File: src/rws_pkg.sv
// Package for the repeat write splitter: field widths, mode register bit
// positions, state codes and the access width normalising function.
// No dependencies.
package rws_pkg;

  localparam int ADDR_W  = 26;
  localparam int BYTES_W = 4;
  localparam int DATA_W  = 64;
  localparam int MODE_W  = 9;
  localparam int REM_W   = 8;
  localparam int CNT_W   = 5;

  localparam logic [ADDR_W-1:0]  REG_SPACE_BASE = 26'h3f0_0000;
  localparam int                 ARM_BIT        = 7;
  localparam int                 PASS_BIT       = 8;
  localparam int                 ROW_BITS       = 11;
  localparam logic [CNT_W-1:0]   MAX_CMD_LAST   = 5'd23;

  localparam logic               OP_MODE  = 1'b0;
  localparam logic               OP_WRITE = 1'b1;

  localparam logic [1:0]         ST_IDLE = 2'd0;
  localparam logic [1:0]         ST_PREP = 2'd1;
  localparam logic [1:0]         ST_RUN  = 2'd2;

  typedef logic [ADDR_W-1:0]  addr_t;
  typedef logic [BYTES_W-1:0] bytes_t;
  typedef logic [DATA_W-1:0]  data_t;

  // Any access size other than 1, 2 or 8 bytes is handled as 4 bytes.
  function automatic bytes_t norm_width(input bytes_t w);
    bytes_t r;
    case (w)
      4'd1: r = 4'd1;
      4'd2: r = 4'd2;
      4'd8: r = 4'd8;
      default: r = 4'd4;
    endcase
    return r;
  endfunction

endpackage

File: src/repeat_write_splitter_unit.sv
// Repeat write splitter top level: mode register, repeat sequencer and the
// registered command output. Depends on rws_pkg.
// A mode request or a request to register space gives no command. An unarmed
// write is loaded into the output register on acceptance. An armed write passes
// through a set-up state, then the sequencer emits one command per cycle while
// the output is not stalled (at most 24), and no new request is taken until the
// last command has been emitted. Reset clears the mode register, the sequencer
// and the output valid.
module repeat_write_splitter_unit #(
  parameter int MEMORY_BYTES = 8388608
) (
  input  logic                     clk,
  input  logic                     rst_n,
  input  logic                     in_valid,
  output logic                     in_ready,
  input  logic                     in_operation,
  input  logic [8:0]               in_mode_value,
  input  logic [25:0]              in_address,
  input  logic [3:0]               in_width_bytes,
  input  logic [63:0]              in_data,
  output logic                     out_valid,
  input  logic                     out_ready,
  output logic [25:0]              out_write_address,
  output logic [3:0]               out_write_bytes,
  output logic [63:0]              out_write_data,
  output logic                     out_pass_flag,
  output logic                     out_last
);
  // A new request is taken only while the sequencer is idle and the output
  // register is empty or being emptied.

  localparam logic [26:0] MEM_END = 27'(MEMORY_BYTES);

  logic [1:0]                    state_r, state_nxt;
  logic [rws_pkg::MODE_W-1:0]    mode_r, mode_nxt;
  rws_pkg::addr_t                phys_r, phys_nxt;
  rws_pkg::bytes_t               width_r, width_nxt;
  rws_pkg::data_t                value_r, value_nxt;
  logic [rws_pkg::REM_W-1:0]     rem_r, rem_nxt;
  logic [rws_pkg::CNT_W-1:0]     cnt_r, cnt_nxt;

  logic                          out_valid_r, out_valid_nxt;
  rws_pkg::addr_t                out_addr_r, out_addr_nxt;
  rws_pkg::bytes_t               out_bytes_r, out_bytes_nxt;
  rws_pkg::data_t                out_data_r, out_data_nxt;
  logic                          out_pass_r, out_pass_nxt;
  logic                          out_last_r, out_last_nxt;

  logic                          out_free;
  logic                          in_fire;
  rws_pkg::bytes_t               in_width_n;
  rws_pkg::data_t                unarmed_data;
  logic [7:0]                    len;
  logic [26:0]                   span_end;
  logic [26:0]                   span_end_cut;
  logic [31:0]                   pat;
  rws_pkg::bytes_t               step;
  rws_pkg::data_t                step_data;
  rws_pkg::data_t                step_value;
  logic [rws_pkg::REM_W-1:0]     rem_left;
  logic [rws_pkg::ROW_BITS-1:0]  row_next;
  logic                          step_last;

  assign out_free  = !out_valid_r || out_ready;
  assign in_ready  = (state_r == rws_pkg::ST_IDLE) && out_free;
  assign in_fire   = in_valid && in_ready;
  assign in_width_n = rws_pkg::norm_width(in_width_bytes);

  always_comb begin
    case (in_width_n)
      4'd1:    unarmed_data = {56'd0, in_data[7:0]};
      4'd2:    unarmed_data = {48'd0, in_data[15:0]};
      4'd8:    unarmed_data = in_data;
      default: unarmed_data = {32'd0, in_data[31:0]};
    endcase
  end

  // Span end is the 8-byte aligned address plus the repeat length, cut at
  // the end of memory.
  assign len          = {1'b0, mode_r[6:0]} + 8'd1;
  assign span_end     = {1'b0, phys_r[25:3], 3'b000} + 27'(len);
  assign span_end_cut = (span_end > MEM_END) ? MEM_END : span_end;

  // Narrow writes are masked according to the byte lane and rotated before
  // being doubled into a 64-bit pattern.
  always_comb begin
    pat = value_r[31:0];
    case (width_r)
      4'd1: begin
        case (phys_r[1:0])
          2'd0:    pat = {24'd0, value_r[7:0]};
          2'd1:    pat = {16'd0, value_r[15:0]};
          2'd2:    pat = {8'd0, value_r[23:0]};
          default: pat = value_r[31:0];
        endcase
        pat = {pat[7:0], pat[31:8]};
      end
      4'd2: begin
        pat = phys_r[1] ? value_r[31:0] : {16'd0, value_r[15:0]};
        pat = {pat[15:0], pat[31:16]};
      end
      default: pat = value_r[31:0];
    endcase
  end

  // Largest naturally aligned size that still fits in what is left.
  always_comb begin
    if (phys_r[2:0] == 3'd0 && rem_r >= 8'd8) begin
      step = 4'd8;
    end else if (phys_r[1:0] == 2'd0 && rem_r >= 8'd4) begin
      step = 4'd4;
    end else if (phys_r[0] == 1'b0 && rem_r >= 8'd2) begin
      step = 4'd2;
    end else begin
      step = 4'd1;
    end
  end

  always_comb begin
    case (step)
      4'd8: begin
        step_data  = value_r;
        step_value = value_r;
      end
      4'd4: begin
        step_data  = {32'd0, value_r[63:32]};
        step_value = {value_r[31:0], value_r[63:32]};
      end
      4'd2: begin
        step_data  = {48'd0, value_r[63:48]};
        step_value = {value_r[47:0], value_r[63:48]};
      end
      default: begin
        step_data  = {56'd0, value_r[63:56]};
        step_value = {value_r[55:0], value_r[63:56]};
      end
    endcase
  end

  assign rem_left  = rem_r - {4'd0, step};
  assign row_next  = phys_r[rws_pkg::ROW_BITS-1:0] + {7'd0, step};
  assign step_last = (rem_left == '0) || (cnt_r == rws_pkg::MAX_CMD_LAST);

  always_comb begin
    state_nxt     = state_r;
    mode_nxt      = mode_r;
    phys_nxt      = phys_r;
    width_nxt     = width_r;
    value_nxt     = value_r;
    rem_nxt       = rem_r;
    cnt_nxt       = cnt_r;
    out_valid_nxt = out_valid_r && !out_ready;
    out_addr_nxt  = out_addr_r;
    out_bytes_nxt = out_bytes_r;
    out_data_nxt  = out_data_r;
    out_pass_nxt  = out_pass_r;
    out_last_nxt  = out_last_r;

    case (state_r)
      rws_pkg::ST_IDLE: begin
        if (in_fire) begin
          if (in_operation == rws_pkg::OP_MODE) begin
            mode_nxt = in_mode_value;
          end else begin
            mode_nxt[rws_pkg::ARM_BIT] = 1'b0;
            if (in_address < rws_pkg::REG_SPACE_BASE) begin
              if (!mode_r[rws_pkg::ARM_BIT]) begin
                out_valid_nxt = 1'b1;
                out_addr_nxt  = in_address;
                out_bytes_nxt = in_width_n;
                out_data_nxt  = unarmed_data;
                out_pass_nxt  = mode_r[rws_pkg::PASS_BIT];
                out_last_nxt  = 1'b1;
              end else begin
                phys_nxt  = in_address;
                width_nxt = in_width_n;
                value_nxt = in_data;
                state_nxt = rws_pkg::ST_PREP;
              end
            end
          end
        end
      end
      rws_pkg::ST_PREP: begin
        if (span_end_cut <= {1'b0, phys_r}) begin
          state_nxt = rws_pkg::ST_IDLE;
        end else begin
          rem_nxt   = rws_pkg::REM_W'(span_end_cut - {1'b0, phys_r});
          cnt_nxt   = '0;
          if (width_r != 4'd8) begin
            value_nxt = {pat, pat};
          end
          state_nxt = rws_pkg::ST_RUN;
        end
      end
      rws_pkg::ST_RUN: begin
        if (out_free) begin
          out_valid_nxt = 1'b1;
          out_addr_nxt  = phys_r;
          out_bytes_nxt = step;
          out_data_nxt  = step_data;
          out_pass_nxt  = 1'b0;
          out_last_nxt  = step_last;
          value_nxt     = step_value;
          phys_nxt      = {phys_r[rws_pkg::ADDR_W-1:rws_pkg::ROW_BITS], row_next};
          rem_nxt       = rem_left;
          cnt_nxt       = cnt_r + 5'd1;
          if (step_last) begin
            state_nxt = rws_pkg::ST_IDLE;
          end
        end
      end
      default: state_nxt = rws_pkg::ST_IDLE;
    endcase
  end

  always_ff @(posedge clk) begin
    if (!rst_n) begin
      state_r     <= rws_pkg::ST_IDLE;
      mode_r      <= '0;
      out_valid_r <= 1'b0;
      rem_r       <= '0;
      cnt_r       <= '0;
    end else begin
      state_r     <= state_nxt;
      mode_r      <= mode_nxt;
      out_valid_r <= out_valid_nxt;
      rem_r       <= rem_nxt;
      cnt_r       <= cnt_nxt;
    end
  end

  always_ff @(posedge clk) begin
    phys_r      <= phys_nxt;
    width_r     <= width_nxt;
    value_r     <= value_nxt;
    out_addr_r  <= out_addr_nxt;
    out_bytes_r <= out_bytes_nxt;
    out_data_r  <= out_data_nxt;
    out_pass_r  <= out_pass_nxt;
    out_last_r  <= out_last_nxt;
  end

  assign out_valid         = out_valid_r;
  assign out_write_address = out_addr_r;
  assign out_write_bytes   = out_bytes_r;
  assign out_write_data    = out_data_r;
  assign out_pass_flag     = out_pass_r;
  assign out_last          = out_last_r;

  // Any write request leaves the repeat mode disarmed.
  a_disarm: assert property (@(posedge clk) disable iff (!rst_n)
    (in_fire && in_operation == rws_pkg::OP_WRITE) |=> !mode_r[rws_pkg::ARM_BIT])
    else $error("arm bit still set after a write request");

  // The sequencer never runs with nothing left to cover.
  a_rem_nonzero: assert property (@(posedge clk) disable iff (!rst_n)
    (state_r == rws_pkg::ST_RUN) |-> (rem_r != '0))
    else $error("repeat sequencer running with an empty span");

  a_cnt_bound: assert property (@(posedge clk) disable iff (!rst_n)
    (state_r == rws_pkg::ST_RUN) |-> (cnt_r <= rws_pkg::MAX_CMD_LAST))
    else $error("repeat command count exceeded");

  // Repeat commands are naturally aligned and carry no pass flag.
  a_repeat_aligned: assert property (@(posedge clk) disable iff (!rst_n)
    (state_r == rws_pkg::ST_RUN && out_free) |=>
      (out_valid_r && !out_pass_r &&
       ((out_addr_r[2:0] & 3'(out_bytes_r - 4'd1)) == 3'd0)))
    else $error("repeat command misaligned or flagged");

endmodule

File: config.mk
export PLATFORM = sky130hd
export DESIGN_NAME = repeat_write_splitter_unit
export DESIGN_NICKNAME = d
export VERILOG_FILES = /design/src/rws_pkg.sv /design/src/repeat_write_splitter_unit.sv
export SDC_FILE = /design/constraint.sdc
export NUM_CORES = 1
export LEC_CHECK = 0
export BUFFER_PORTS_ARGS = -buffer_cell sky130_fd_sc_hd__buf_2
export CAP_MARGIN = 25
export CORE_ASPECT_RATIO = 1.4
export CORE_MARGIN = 2
export CORE_UTILIZATION = 45
export CTS_CLUSTER_DIAMETER = 50
export DETAILED_ROUTE_END_ITERATION = 6
export PLACE_DENSITY_LB_ADDON = 0.05
export SLEW_MARGIN = 20
export SYNTH_ARGS = -nofsm -noshare
export SYNTH_HDL_FRONTEND = slang
export SYNTH_SLANG_ARGS = --single-unit
File: constraint.sdc
create_clock -name clk -period 18.1 [get_ports clk]
set_clock_uncertainty 0.1 [all_clocks]
set_input_delay 3.62 -clock clk [delete_from_list [all_inputs] [get_ports clk]]
set_output_delay 3.62 -clock clk [all_outputs]
set_load 0.01 [all_outputs]
==> impl_metrics.tcl, run 1 <==
set metrics [dict create \
    status "finished with violations" \
    violations "design-rule violations" \
    cpPeakStageDelay_ns 0.49 \
    synth_area_um2 13800 \
    h-tree-depth 1 \
    hp-start "rem_r[0]$_SDFFE_PN0P_" \
    slew_violations 0 \
    routed_wl_um 47100 \
    clk_latency_ns 0.56 \
    setup_slack_ns 9.94 \
    die_area_um2 32000 \
    reg2reg_depth 21 \
    p_int_mw 1.11 \
    drt-initial-drc-count 1253 \
    finalSetupTns_ns 0 \
    start_kind "input port" \
    root_buffer "clkbuf_16" \
    startpoint "out_ready" \
    r2r_slack_ns 10.91 \
    crit_slowest_cell "nor2b_1" \
    power.switching_mw 0.622 \
    timing.rr.end "value_r[33]$_DFFE_PP_" \
    final_cell_area_um2 16100 \
    cts_tree "built" \
    syn-num-nets 1653 \
    setup_viol 0 \
    tightest_slew_ns 1.01 \
    endpoint "in_ready" \
    hp-class "reg -> reg" \
    grt_usage_pct 28.6 \
    synth-async-reset-ratio_pct 0 \
    placedInstanceArea_um2 15100 \
    p_per_area_nw_per_um2 108 \
    clockBufferDepth 3 \
    worstReg2RegStart "phys_r[6]$_DFFE_PP_" \
    rsz0062_at_grt "no" \
    p_seq_share_pct 42.3 \
    post_cts_buffers 0 \
    synth_cell_types 87 \
    clockPowerShare_pct 31.6 \
    antenna_found_initial 2 \
    yosysWarnings 0 \
    fin_crit_sh_pct 45.1 \
    final_cell_mix "nand2_1, buf_2, edfxtp_1" \
    ys_ff_latch 215 \
    netlist_instances 1506 \
    routedWlPerCell_um 22.8 \
    critPathCaptureType "primary output" \
    via_count 12700 \
    pwr-share-comb_pct 26.2 \
    clk_pin_slew_worst_paths_ns 0.06 \
    cts_hold_buf 0 \
    place.gp.congestion 0.895 \
    max_freq_ghz 0.123 \
    die_x_um 152 \
    critPathArrivalTime_ns 4.44 \
    final_common_cell "nand2_1" \
    drive_gt1_share_pct 19.6 \
    synth_edf_count 190 \
    viasPerCell 6.14 \
    ys_seq_area_share_pct 45.1 \
    nets 1804 \
    hold_path_depth 2 \
    maxSlewHeadroom_pct 32.2 \
    drv_cap 0 \
    dp_hpwl_um 32900 \
    ios 206 \
    grt_pass1_vias 12700 \
    irDropWorstVdd_mv 0.0730 \
    leakagePower_nw 6.32 \
    grt_max_degree 95 \
    crit_chain "buf_2 > nor2b_1 > nor2_1 > buf_2" \
    postCtsResizedCells 0 \
    ys.flop_type "edfxtp_1" \
    crit_type "in -> out" \
    finalCriticalPeriod_ns 8.16 \
    drc 1 \
    power.share.switching_pct 35.9 \
    core_area_um2 30000 \
    hold_violations 0 \
    portBuffers 205 \
    areaGrowthSynthToFinish_pct 16.8 \
    syn_avg_cell_area_um2 9.14 \
    die_h_um 211 \
    dp_slack_ns 9.93 \
    cts.sinks 215 \
    path_common_cell "buf_2" \
    ant_nets 0 \
    initial_utilization_pct 45.9 \
    whs_ns 0.371 \
    cts_buffers 28 \
    grt_pass1_wl_um 72100 \
    cp_data_required_time_ns 14.38 \
    overflow 0 \
    drtPass1Iterations 7 \
    critical_path.max_fanout 8 \
    placementRows 75 \
]
[worst min path at each step]
| stage | to | slack (ns) |
|---|---|---|
| final | rem_r[0]$_SDFFE_PN0P_ | 0.37 |
| after global routing | cnt_r[1]$_SDFFE_PN0P_ | 0.39 |
| after CTS | rem_r[0]$_SDFFE_PN0P_ | 0.37 |
| after detailed placement | rem_r[0]$_SDFFE_PN0P_ | 0.36 |
| after global placement | rem_r[0]$_SDFFE_PN0P_ | 0.35 |
| after floorplan | rem_r[0]$_SDFFE_PN0P_ | 0.34 |
[flip-flops by register name, indices dropped and copies added (netlist names), 2 cells and up]
signal / flops
value_r: 64
out_write_data: 64
mode_r: 9
cnt_r: 5
out_write_bytes: 4
rem_r: 8
out_write_address: 26
phys_r: 26
state_r: 2
width_r: 4
[power by group through the flow]
stage                     Sequential (mW)  Clock, mW  Combinational (mW)
after floorplan                     0.705          0               0.314
after global placement              0.738          0               0.442
after detailed placement            0.738          0               0.448
after CTS                           0.728      0.559               0.450
after global routing                0.737      0.577               0.503
final                               0.732      0.546               0.453
[layout make-up]
cell class                      instances  area (um^2)
Fill cell                            2857        13900
Multi-Input combinational cell       1135         7070
Sequential cell                       215         6210
Timing Repair Buffer                  233         1250
Clock buffer                           37          796
Tap cell                              385          482
Inverter                               44          165
Clock inverter                         14          114
Antenna cell                            1         2.50
[Yosys cell counts (17+ instances only)]
library cell,count,area [um^2]
edfxtp_1,190,5710
a21o_1,25,188
a21oi_1,108,541
nor2_1,124,465
o21ai_0,59,295
ha_1,36,450
inv_1,42,158
a22oi_1,104,781
nand2_1,269,1010
o21a_1,17,128
nand3_1,17,85.1
nor2b_1,33,206
dfxtp_1,25,500
a31oi_1,33,206
a22o_1,40,350
clkbuf_1,97,364
xnor2_1,20,175
[stage by stage]
| step | power, mW | instances | utilization (%) |
|---|---|---|---|
| final | 1.73 | 2064 | 53.6 |
| after global routing | 1.82 | 2064 | 53.6 |
| after CTS | 1.74 | 2061 | 53.5 |
| after detailed placement | 1.19 | 2010 | 50.4 |
| after global placement | 1.18 | 2009 | 50.4 |
| after floorplan | 1.02 | 1506 | - |
[logic make-up (layout without fill, tap and decap cells)]
group | after synthesis | after routing | synth area share [%]
AOI/OAI and AO/OA | 491 | 491 | 24.9
adders and majority gates | 39 | 39 | 3.71
buffers and inverters | 156 | 328 | 4.36
muxes | 28 | 28 | 2.14
and+or+nand+nor | 546 | 546 | 17.9
xor gates and xnor gates | 30 | 30 | 1.91
other | 1 | 2 | 0.0272
DFF | 215 | 215 | 45.1
[critical path, delay by kind of cell]
family,cells,cell delay (ns)
buf+inv,2,0.25
simple gates,2,0.56
[routing by layer]
layer,GRT usage [%],vias up,part of all wire [%]
met5,0,-,0.021
met4,15.9,2,5.8
met3,3.61,128,5.5
met2,52.9,513,53
met1,31.6,6098,36
li1,-,5930,-
No activity file was read; power rests on OpenSTA's default activity.
==> run 2, diff against run 1 <==
==> constraint.sdc (replaced) <==
create_clock -name clk -period 8.15 [get_ports clk]
set_clock_uncertainty 0.1 [all_clocks]
set_input_delay 1.63 -clock clk [delete_from_list [all_inputs] [get_ports clk]]
set_output_delay 1.63 -clock clk [all_outputs]
set_load 0.01 [all_outputs]
==> impl_metrics.tcl, run 2 (synthesized netlist as in run 1, its figures left out) <==
set metrics [dict create \
    status "completed" \
    hold_violations 0 \
    finalCriticalPeriod_ns 6.83 \
    cts_hold_buf 0 \
    crit_chain "ha_1 > and2_1 > nand3_2 > a21oi_2 > mux2_2 > or4_4 > o31ai_2 > nand2_2 > nor2_1 > ha_1 > o21ai_0 > a21oi_1 > nor3_1 > o21bai_1 > a31oi_1 > o211ai_1 > o32ai_2 > or2_1 > a21o_1 > o21ai_4 > buf_12" \
    die_area_um2 32000 \
    power.switching_mw 1.41 \
    start_kind "flip-flop" \
    worstReg2RegStart "phys_r[6]$_DFFE_PP_" \
    final_common_cell "nand2_1" \
    leakagePower_nw 6.34 \
    setup_viol 0 \
    cp_data_required_time_ns 8.26 \
    hp-start "rem_r[0]$_SDFFE_PN0P_" \
    rsz0062_at_grt "no" \
    drt-initial-drc-count 1132 \
    die_x_um 152 \
    critical_path.max_fanout 64 \
    power.share.switching_pct 36.0 \
    p_int_mw 2.50 \
    drc 0 \
    p_seq_share_pct 41.6 \
    core_area_um2 30000 \
    grt_usage_pct 28.6 \
    grt_pass1_vias 12600 \
    timing.rr.end "value_r[17]$_DFFE_PP_" \
    fillCellCount 2877 \
    hold_path_depth 2 \
    overflow 0 \
    placementRows 75 \
    clk_latency_ns 0.57 \
    grt_pass1_wl_um 71900 \
    cts_tree "built" \
    antenna_found_initial 1 \
    drtPass1Iterations 6 \
    dp_hpwl_um 33300 \
    place.gp.congestion 0.927 \
    clk_pin_slew_worst_paths_ns 0.06 \
    areaGrowthSynthToFinish_pct 17.4 \
    slew_violations 0 \
    final_cell_mix "nand2_1, buf_2, edfxtp_1" \
    tightest_slew_ns 1.01 \
    viasPerCell 6.18 \
    routed_wl_um 47700 \
    crit_type "reg -> reg" \
    maxSlewHeadroom_pct 32.4 \
    finalSetupTns_ns 0 \
    crit_slowest_cell "or4_4" \
    multi_input_area_um2 7070 \
    path_common_cell "ha_1" \
    p_per_area_nw_per_um2 242 \
    pwr-share-comb_pct 26.0 \
    h-tree-depth 1 \
    routedWlPerCell_um 23.1 \
    cts.sinks 215 \
    ant_nets 0 \
    postCtsResizedCells 0 \
    hp-class "reg -> reg" \
    max_freq_ghz 0.146 \
    critPathArrivalTime_ns 6.94 \
    reg2reg_depth 21 \
    portBuffers 205 \
    root_buffer "clkbuf_16" \
    irDropWorstVdd_mv 0.196 \
    ios 206 \
    cts_buffers 28 \
    via_count 12800 \
    fin_crit_sh_pct 83.8 \
    drv_cap 0 \
    cpPeakStageDelay_ns 0.53 \
    drive_gt1_share_pct 19.5 \
    r2r_slack_ns 1.32 \
    critPathCaptureType "flip-flop" \
    clockPowerShare_pct 32.4 \
    initial_utilization_pct 45.9 \
    die_h_um 211 \
    dp_slack_ns 1.40 \
    grt_max_degree 94 \
    setup_slack_ns 1.32 \
    post_cts_buffers 0 \
    nets 1803 \
    seqCellArea_um2 6210 \
    clockBufferDepth 3 \
    holdPathEnd "rem_r[0]$_SDFFE_PN0P_" \
]
## run 2: changes by cell type in the layout (fill, tap and decap cells not counted), sizes merged
cell | before | now
bufinv | 0 | 1
clkbuf | 37 | 33
clkinvlp | 3 | 5
buf | 233 | 232
clkinv | 7 | 11
inv | 48 | 46
## run 2: worst max-delay path by stage
stage	startpoint	end	slack, ns
after global routing	phys_r[6]$_DFFE_PP_	value_r[17]$_DFFE_PP_	0.89
final	phys_r[6]$_DFFE_PP_	value_r[17]$_DFFE_PP_	1.32
after CTS	phys_r[6]$_DFFE_PP_	value_r[17]$_DFFE_PP_	1.34
after detailed placement	phys_r[6]$_DFFE_PP_	value_r[44]$_DFFE_PP_	1.40
after global placement	phys_r[6]$_DFFE_PP_	value_r[44]$_DFFE_PP_	1.59
after floorplan	in_address[22]	out_last$_SDFFCE_PN1P_	0.69
## run 2: critical path, delay by kind of cell (launching register included)
family	cells	cell delay, ns
AOI/OAI and AO/OA	10	2.49
and+or+nand+nor	7	2.08
adders and majority gates	2	0.64
DFF	1	0.42
muxes	1	0.38
buffers and inverters	1	0.35
## run 2: metal layers
layer  global-route usage (%)  wire length (um)  vias up
met3                     3.61              2940      133
met5                        0                 0        -
met1                     31.5             16900     6146
met4                     16.7              2880        0
li1                         -                 -     5924
met2                     52.7             24900      557
## run 2: final cells by class
| cell class | instances | share of cell area (%) |
|---|---|---|
| antenna | 1 | 0.0155 |
| clock buffer | 33 | 4.84 |
| clock inverter | 19 | 1.12 |
| inverter | 44 | 1.02 |
| multi-input combinational | 1135 | 43.7 |
| sequential | 215 | 38.4 |
| tap | 385 | 2.98 |
| timing repair buffer | 232 | 7.92 |
## run 2: power by group through the flow
stage               sequential (mW)  combinational, mW  clock (mW)
finish                         1.63               1.02        1.27
global route                   1.64               1.13        1.33
floorplan                      1.56              0.699           0
global placement               1.64              0.997           0
detailed placement             1.64               1.01           0
CTS                            1.62               1.02        1.29
## run 2: metrics by stage
stage,hold WS [ns],utilization [%],power [mW],area (um^2),instances
finish,0.366,53.8,3.91,16200,2064
global route,0.388,53.8,4.09,16200,2063
global placement,0.357,50.4,2.64,15100,2009
CTS,0.368,53.7,3.92,16100,2062
detailed placement,0.358,50.5,2.65,15200,2010
floorplan,0.338,-,2.26,13800,1506
==> run 3, diff against run 2 <==
==> constraint.sdc (replaced) <==
create_clock -name clk -period 6.5 [get_ports clk]
set_clock_uncertainty 0.1 [all_clocks]
set_input_delay 1.3 -clock clk [delete_from_list [all_inputs] [get_ports clk]]
set_output_delay 1.3 -clock clk [all_outputs]
set_load 0.01 [all_outputs]
==> impl_metrics.tcl, run 3 (synthesized netlist as in run 1, its figures left out) <==
set metrics [dict create \
    h-tree-depth 1 \
    die_x_um 152 \
    clk_latency_ns 0.56 \
    die_h_um 211 \
    areaGrowthSynthToFinish_pct 18.1 \
    via_count 12800 \
    max_freq_ghz 0.163 \
    drv_cap 0 \
    critPathArrivalTime_ns 6.29 \
    p_total_mw 4.86 \
    final_common_cell "nand2_1" \
    setup_viol 0 \
    drt-initial-drc-count 1093 \
    irDropWorstVdd_mv 0.225 \
    cts_buffers 26 \
    routed_wl_um 47900 \
    reg2reg_depth 22 \
    hp-class "reg -> reg" \
    place.detailed.instances 2026 \
    placedInstanceArea_um2 15300 \
    routedWlPerCell_um 23.1 \
    fin_crit_sh_pct 94.3 \
    overflow 0 \
    hold_path_depth 2 \
    hold_violations 0 \
    initial_utilization_pct 45.9 \
    fillCellCount 2814 \
    whs_ns 0.378 \
    clockBufferDepth 3 \
    tightest_slew_ns 0.966 \
    hp-start "rem_r[0]$_SDFFE_PN0P_" \
    portBuffers 205 \
    grt_pass1_wl_um 72900 \
    die_area_um2 32000 \
    worstReg2RegStart "phys_r[6]$_DFFE_PP_" \
    crit_type "reg -> reg" \
    place.gp.congestion 0.933 \
    final_cell_mix "nand2_1, buf_2, edfxtp_1" \
    status "completed" \
    grt_pass1_vias 12800 \
    clk_pin_slew_worst_paths_ns 0.06 \
    finalCriticalPeriod_ns 6.13 \
    drc 0 \
    cp_data_required_time_ns 6.66 \
    dp_hpwl_um 34300 \
    drtPass1Iterations 6 \
    ios 206 \
    start_kind "flip-flop" \
    p_per_area_nw_per_um2 299 \
    grt_max_degree 83 \
    r2r_slack_ns 0.37 \
    cts_hold_buf 0 \
    leakagePower_nw 6.40 \
    grt_usage_pct 29.0 \
    cts.sinks 215 \
    viasPerCell 6.15 \
    stdcell_count 2075 \
    cts_tree "built" \
    timing.rr.end "value_r[22]$_DFFE_PP_" \
    holdPathEnd "rem_r[0]$_SDFFE_PN0P_" \
    critical_path.max_fanout 10 \
    core_area_um2 30000 \
    drive_gt1_share_pct 20.2 \
    placementRows 75 \
    antenna_found_initial 3 \
    slew_violations 0 \
    nets 1816 \
    maxSlewHeadroom_pct 35.6 \
    critPathCaptureType "flip-flop" \
    final_cell_area_um2 16300 \
    root_buffer "clkbuf_16" \
    post_cts_buffers 0 \
    ant_nets 0 \
]
-- run 3: changes by cell type in the layout (fill, tap and decap cells not counted), moves of 2 or more --
cell,delta
clkinv_1,-3
clkbuf_1,+3
clkinv_4,-2
nor4b_2,+2
clkinvlp_4,-3
clkbuf_16,-2
inv_6,+3
inv_8,-2
clkinv_8,-2
buf_12,+4
buf_4,+12
clkbuf_8,+6
buf_16,-2
nor4b_1,-2
-- run 3: repair_timing --
action                     CTS  global route
gates resized for setup      0             3
hold endpoints to repair     0             0
setup endpoints to repair    0            59
-- run 3: per-layer routing --
| layer | routed length, um | track usage [%] | vias to the layer above |
|---|---|---|---|
| li1 | - | - | 5934 |
| met1 | 16600 | 31.9 | 6119 |
| met2 | 25400 | 54.4 | 573 |
| met3 | 2960 | 2.83 | 133 |
| met4 | 2870 | 16.5 | 2 |
| met5 | 13 | 0 | - |
-- run 3: through the flow --
step           setup TNS (ns)  utilization, %  setup slack, ns
5_1_grt                -0.128            54.1          -0.0150
4_1_cts                     0            54.1            0.288
3_5_place_dp                0            51.1            0.340
6_report                    0            54.1            0.368
2_1_floorplan               0               -            0.122
3_3_place_gp                0            51.0            0.424
-- run 3: layout make-up --
class                   instances  area (um^2)  share of cell area, %
inverters                      44          165                   1.02
clock inverters                 8         66.3                  0.408
clock buffers                  40          827                   5.09
repair buffers                247         1410                   8.65
flip-flops and latches        215         6210                   38.2
diodes                          1         2.50                 0.0154
multi-input cells            1135         7100                   43.7
well taps                     385          482                   2.96
-- run 3: worst max-delay path by stage --
stage                                   start                    end  slack, ns  cells past startpoint
after global routing      phys_r[6]$_DFFE_PP_  value_r[56]$_DFFE_PP_      -0.02                     22
after CTS                 phys_r[6]$_DFFE_PP_  value_r[22]$_DFFE_PP_       0.29                     22
after detailed placement  phys_r[6]$_DFFE_PP_  value_r[53]$_DFFE_PP_       0.34                     22
after global placement    phys_r[6]$_DFFE_PP_  value_r[24]$_DFFE_PP_       0.42                     22
after floorplan           phys_r[6]$_DFFE_PP_   value_r[0]$_DFFE_PP_       0.12                     21
final                     phys_r[6]$_DFFE_PP_  value_r[22]$_DFFE_PP_       0.37                     22
-- run 3: worst max-delay path, stage by stage (launching register included) --
cell,delay (ns)
edfxtp_1,0.44
ha_1,0.43
and2_2,0.27
nand3_2,0.19
a21oi_4,0.26
mux2_2,0.36
or4_4,0.54
o31a_1,0.38
or3_1,0.34
ha_1,0.20
nor2b_1,0.11
o21ai_0,0.10
a21oi_1,0.26
nor3_1,0.10
o21bai_1,0.21
a31oi_1,0.17
o211ai_1,0.25
o32ai_2,0.12
or2_1,0.24
a21o_1,0.21
o21ai_4,0.18
buf_12,0.17
buf_4,0.19
-- run 3: where the power goes --
part	switching, mW	internal [mW]
clock network	0.614	0.885
logic	0.842	0.486
registers	0.259	1.77
